File: src/hw/rtl/epose_pkg.sv
// Shared constants for the pose to transform pipeline.
package epose_pkg;

  localparam int ATAN_ENTRIES = 24;
  localparam int ZW = 34;

  localparam longint GAIN_Q30    = 64'd652032874;
  localparam longint PI_Q30      = 64'd3373259426;
  localparam longint HALF_PI_Q30 = 64'd1686629713;

  typedef logic [30:0] atan_t;

  localparam atan_t ATAN_Q30 [ATAN_ENTRIES] = '{
    31'd843314856, 31'd497837829, 31'd263043836, 31'd133525158, 31'd67021686,
    31'd33543515,  31'd16775850,  31'd8388437,   31'd4194282,   31'd2097149,
    31'd1048575,   31'd524287,    31'd262143,    31'd131071,    31'd65535,
    31'd32767,     31'd16383,     31'd8191,      31'd4095,      31'd2047,
    31'd1023,      31'd511,       31'd255,       31'd127
  };

endpackage

File: src/hw/rtl/epose_cell.sv
// One CORDIC rotation stage for one angle.
module epose_cell #(
  parameter int W     = 18,
  parameter int SHIFT = 0
) (
  input  logic                          clk,
  input  logic signed [W-1:0]           x_i,
  input  logic signed [W-1:0]           y_i,
  input  logic signed [epose_pkg::ZW-1:0] z_i,
  input  logic                          flip_i,
  output logic signed [W-1:0]           x_o,
  output logic signed [W-1:0]           y_o,
  output logic signed [epose_pkg::ZW-1:0] z_o,
  output logic                          flip_o
);

  localparam logic signed [epose_pkg::ZW-1:0] ATAN =
    epose_pkg::ZW'(epose_pkg::ATAN_Q30[SHIFT]);

  logic signed [W-1:0] x_nxt, y_nxt, x_r, y_r;
  logic signed [epose_pkg::ZW-1:0] z_nxt, z_r;
  logic flip_r;

  always_comb begin
    if (!z_i[epose_pkg::ZW-1]) begin
      x_nxt = x_i - (y_i >>> SHIFT);
      y_nxt = y_i + (x_i >>> SHIFT);
      z_nxt = z_i - ATAN;
    end else begin
      x_nxt = x_i + (y_i >>> SHIFT);
      y_nxt = y_i - (x_i >>> SHIFT);
      z_nxt = z_i + ATAN;
    end
  end

  always_ff @(posedge clk) begin
    x_r    <= x_nxt;
    y_r    <= y_nxt;
    z_r    <= z_nxt;
    flip_r <= flip_i;
  end

  assign x_o    = x_r;
  assign y_o    = y_r;
  assign z_o    = z_r;
  assign flip_o = flip_r;

endmodule

File: config.mk
export PLATFORM = sky130hd
export DESIGN_NAME = epose_cell
export DESIGN_NICKNAME = d
export VERILOG_FILES = /design/src/hw/rtl/epose_pkg.sv /design/src/hw/rtl/epose_cell.sv
export SDC_FILE = /design/constraint.sdc
export NUM_CORES = 1
export LEC_CHECK = 0
export BUFFER_PORTS_ARGS = -buffer_cell sky130_fd_sc_hd__buf_2
export CAP_MARGIN = 25
export CORE_MARGIN = 5
export CORE_UTILIZATION = 50
export CTS_CLUSTER_SIZE = 16
export DETAILED_ROUTE_END_ITERATION = 8
export PLACE_DENSITY = 0.86
export SYNTH_ARGS = -nofsm -noshare
export SYNTH_HDL_FRONTEND = slang
export SYNTH_SLANG_ARGS = --single-unit
export TNS_END_PERCENT = 5
File: constraint.sdc
create_clock -name clk -period 3.4 [get_ports clk]
set_clock_uncertainty 0.2 [all_clocks]
set_input_delay 0.85 -clock clk [delete_from_list [all_inputs] [get_ports clk]]
set_output_delay 0.85 -clock clk [all_outputs]
set_load 0.02 [all_outputs]
# Yosys cells after proc, flatten, opt, wreduce, memory -nomap -nowiden
# Index checks and enable logic that the tools add are counted.
# totals
ff_bits	71
out_inout_bits	71
elab_cells	12
# classes
addsub	5
n_mux	3
# ops
op	count
$mux 18	2
$sub 18x18->18	2
$add 34x31->34 const B	1
$mux 34	1
$sub 34x31->34 const B	1
$add 18x18->18	1

# Depth between registers and ports, before layout
# logic_depth
word_depth	2
mapped_depth	11

# Worst setup path before layout
# Ideal clock, no wire load.
# synth_timing
kind	input -> register
from	in z_i[33] (netlist bit)
to	reg z_r, in the netlist z_o[29]
setup_time_ns	0.127
t_arrival_ns	3.416
t_required_ns	3.073
slack_ns	-0.342
stages	11
n_path_buf	2
path_cell_list	inv_1 -> clkbuf_1 -> ha_1 -> clkbuf_1 -> a21o_1 -> a21o_1 -> a211oi_1 -> o211ai_1 -> a221oi_1 -> o21ai_0 -> xor2_1
# synth_between
elab_chain_cells	1
# synth_lines
element	line_no	text
start: declaration	epose_cell.sv:9	input logic signed [epose_pkg::ZW-1:0] z_i,
$mux 34	epose_cell.sv:25	if (!z_i[epose_pkg::ZW-1]) begin
named net z_nxt, one bit	epose_cell.sv:21	logic signed [epose_pkg::ZW-1:0] z_nxt, z_r;
end signal: assignment	epose_cell.sv:39	z_r <= z_nxt;
end: declaration	epose_cell.sv:21	
# The timed path passes the listed nets, and every way through them passes these cells.

# Worst setup path after layout
# layout_timing
from	in z_i[33] (netlist bit)
to	reg z_r, in the netlist z_o[24]
# The elaborated chain is that of the path after synthesis.

==> results list <==
* Status: finished, final reports clean
- Die height: 118.6 um
- TritonCTS built the clock tree.
- Endpoint class of the critical path: flip-flop
* Clock-pin slew reported for the worst setup and hold paths after clock tree synthesis: 50 ps
* Worst hold path class: input port to flip-flop
- Starting density of the core: 0.5123
- In the final layout, the share of cells above drive strength 1 is 0.2605.
- Area of the placeable core: 11520 sq um
- Most frequent cells in the layout: 142 x sky130_fd_sc_hd__buf_2, 82 x sky130_fd_sc_hd__ha_1, 81 x sky130_fd_sc_hd__buf_4
* Async set-or-reset flop fraction in the synthesized netlist: 0
- Synthesis inferred 70 register bits.
* Total congestion overflow after global routing: 0
* Layout fillers: 999
- The worst-case IR drop observed on VDD is 242.4 uV.
- Before CTS, the worst setup slack after placement is -79.62 ps.
* Average wire per standard cell: 15.73 um
* Library cells used by synthesis: 67
- Row generation in the floorplan step produced 39 rows.
- Element type at the critical path start: input port
- The tool flagged a number of max-cap violations equal to 0.
- During I/O placement, the number of pins put on the boundary was 143.
- Required time of the critical path: 3450 ps
- Hold Buf Count CTS: 0
* Wire length of the first global-routing pass: 28240 um
- Of the post-synthesis cell area, the dominant cell type holds 0.2375.
- For this block, the via count after detailed routing is 6141.
- At the worst endpoint, the arrival time is 3210 ps.
- Final clock period utilization by the worst path: 0.9306
- Along the worst path, the maximum fanout reaches 5.
- The synthesized netlist occupies a cell area of 5899 sq um.
- The library cell used most frequently in the layout, excluding fill and tap cells, is sky130_fd_sc_hd__buf_2.
- Final cell utilization of the core: 0.6620
* Sequential-to-total area share from yosys stat: 0.2375
* Beginning of the critical path: z_i[33]
* Worst hold-check slack: 421.6 ps
- Top cells by area, synth: sky130_fd_sc_hd__dfxtp_1 24%, sky130_fd_sc_hd__ha_1 17%, sky130_fd_sc_hd__a21oi_1 6.3%
* Number of flops mapped to enable cells by yosys: 0
- After layout, the worst setup slack is 235.8 ps.
* Number of cells produced by synthesis: 742
* Buffers on Ports: 142
- Largest net degree at the start of global routing: 49
- Headroom to the max-slew limit came out at 0.6196.
* Syn Nets: 900
- Ratio of total power to cell area: 463.7 nW/um^2
- Number of clock sinks seen by CTS: 70
- The number of placed instances, taps included, is 1076.
- The worst path in the final design needs a cycle of 3164 ps, including I/O delays and setup.
- Post CTS Setup Buffer Count: 0
- Type of the worst setup path: input port to flip-flop
- The floorplan step defined a die boundary enclosing 14070 sq um.
- The final max-slew violation count was 0.
- After detailed routing, the number of remaining DRC violations is 0.
* Post-detailed-routing wire length: 17160 um
- At the end of routability-driven placement, the weighted congestion stood at 0.9615.
- Diodes inserted: 0
- The area growth from synthesis to layout is 29.23%.
* Average cell area after synthesis: 7.951 sq um
* RSZ-0062 raised after global routing: false
- Once detail routing completed, the nets flagged for antenna violations numbered 0.
* Worst Max-Slew Pin Slew: 562.9 ps
* Critical Path Sink: z_o[24]$_DFF_P_
- The number of antenna violations at the first check in global routing came to 0.
- Post-synthesis cell type with the largest combined area: sky130_fd_sc_hd__dfxtp_1
- H-tree Lvls: 3
- The HPWL after detailed placement is 14010 um.
* Per-cell via count in the routed design: 5.629
- Die width: 118.6 um
- Based on the critical path, the design can be clocked at up to 316.0 MHz.
- Final non-filler cell total: 1091
* Drt first-iter violations: 526
- TritonCTS created 9 clock buffers.
* Root buffer selected by CTS: sky130_fd_sc_hd__clkbuf_16
- Final-stage net count: 1102
- Post-CTS sizing: 0
- Yosys printed 0 warnings.
* Flip-flop cell with the highest count after synthesis: sky130_fd_sc_hd__dfxtp_1
- TNS Setup: 0 ps
- Number of global-route vias before repair: 5979
* Iteration count of the initial detailed-routing pass: 6
* CTS max path bufs: 2
- The analysis attributes to cell leakage a power of 3.786 nW.
- Setup violations remaining at the end of the flow were counted as 0.
- Total routing usage reported by global routing: 0.2402
* Number of endpoints with negative hold slack in the final report: 0
==> per-layer routing <==
layer | vias to the layer above | share of wire | GRT usage
met5 | - | 0 | 0
met4 | 0 | 0.021 | 0.08255
met3 | 28 | 0.061 | 0.03200
met2 | 235 | 0.50 | 0.4295
met1 | 2846 | 0.42 | 0.2959
li1 | 3032 | - | -
==> worst min path at each step <==
| stage | startpoint | endpoint | depth (start not counted) |
|---|---|---|---|
| 2_1_floorplan | flip_i | flip_o$_DFF_P_ | 0 |
| 3_3_place_gp | z_i[1] | z_o[1]$_DFF_P_ | 1 |
| 3_5_place_dp | z_i[0] | z_o[0]$_DFF_P_ | 1 |
| 4_1_cts | z_i[0] | z_o[0]$_DFF_P_ | 1 |
| 5_1_grt | z_i[1] | z_o[1]$_DFF_P_ | 1 |
| 6_report | z_i[0] | z_o[0]$_DFF_P_ | 1 |
==> final cells by class <==
| class | count | area [sq um] | share of cell area |
|---|---|---|---|
| Clock buffer | 9 | 225.2 | 0.02954 |
| Clock inverter | 6 | 111.4 | 0.01461 |
| Timing Repair Buffer | 224 | 1339 | 0.1756 |
| Tap cell | 143 | 178.9 | 0.02347 |
| Multi-Input combinational cell | 569 | 4105 | 0.5385 |
| Inverter | 70 | 262.8 | 0.03447 |
| Sequential cell | 70 | 1401 | 0.1838 |
==> worst max-delay path, cell delays in order <==
cell                        delay (ps)
sky130_fd_sc_hd__buf_2             150
sky130_fd_sc_hd__inv_1             140
sky130_fd_sc_hd__ha_1              230
sky130_fd_sc_hd__a21o_1            210
sky130_fd_sc_hd__a2111oi_2         370
sky130_fd_sc_hd__or3b_1            430
sky130_fd_sc_hd__a41oi_2           220
sky130_fd_sc_hd__buf_4             160
sky130_fd_sc_hd__o21bai_1          110
sky130_fd_sc_hd__a21oi_1           210
sky130_fd_sc_hd__xnor2_1           140
==> Yosys cell counts, drive strengths merged, types with 3 or more instances <==
| library cell | number |
|---|---|
| ha | 82 |
| a21oi | 74 |
| dfxtp | 70 |
| inv | 70 |
| nor2 | 50 |
| o21ai | 50 |
| nand2 | 42 |
| xnor2 | 42 |
| clkbuf | 27 |
| a21o | 25 |
| o21bai | 15 |
| nor3 | 14 |
| a211oi | 13 |
| nand3 | 13 |
| o211ai | 13 |
| xor2 | 13 |
| nand4 | 11 |
| nor2b | 11 |
| o21a | 8 |
| o31ai | 7 |
| buf | 6 |
| nor4 | 6 |
| and2 | 5 |
| and3 | 5 |
| nand2b | 5 |
| fa | 4 |
| mux2i | 4 |
| a221o | 3 |
| a221oi | 3 |
| nor3b | 3 |
| o211a | 3 |
| o221ai | 3 |
| o311ai | 3 |
==> cell families after synthesis <==
logic type	after synthesis	share of synthesized area
AOI/OAI and AO/OA	244	0.2687
xor gates and xnor gates	55	0.08165
adders and majority gates	86	0.1875
buffers and inverters	103	0.06660
DFF	70	0.2375
muxes	5	0.008696
and+or+nand+nor	179	0.1493
==> report_power, final <==
group	total (W)	leakage, nW	switching, W	internal, W
Clock	0.00105	0.161	0.000336	0.000711
Sequential	0.00104	0.591	0.0000438	0.000999
Combinational	0.00144	3.03	0.000860	0.000585
==> through the flow <==
step / instance area, sq um / total power, W
final: 7624 / 0.003535
after global routing: 7624 / 0.003736
after CTS: 7624 / 0.003546
after detailed placement: 7287 / 0.002485
after global placement: 7287 / 0.002462
after floorplan: 5903 / 0.001949
==> state kept, by name, summed over array words and instances, names as in the netlist <==
name	count
flip_o	1
x_o	18
y_o	17
z_o	34
Note: power is estimated with default switching activity, not from simulation.
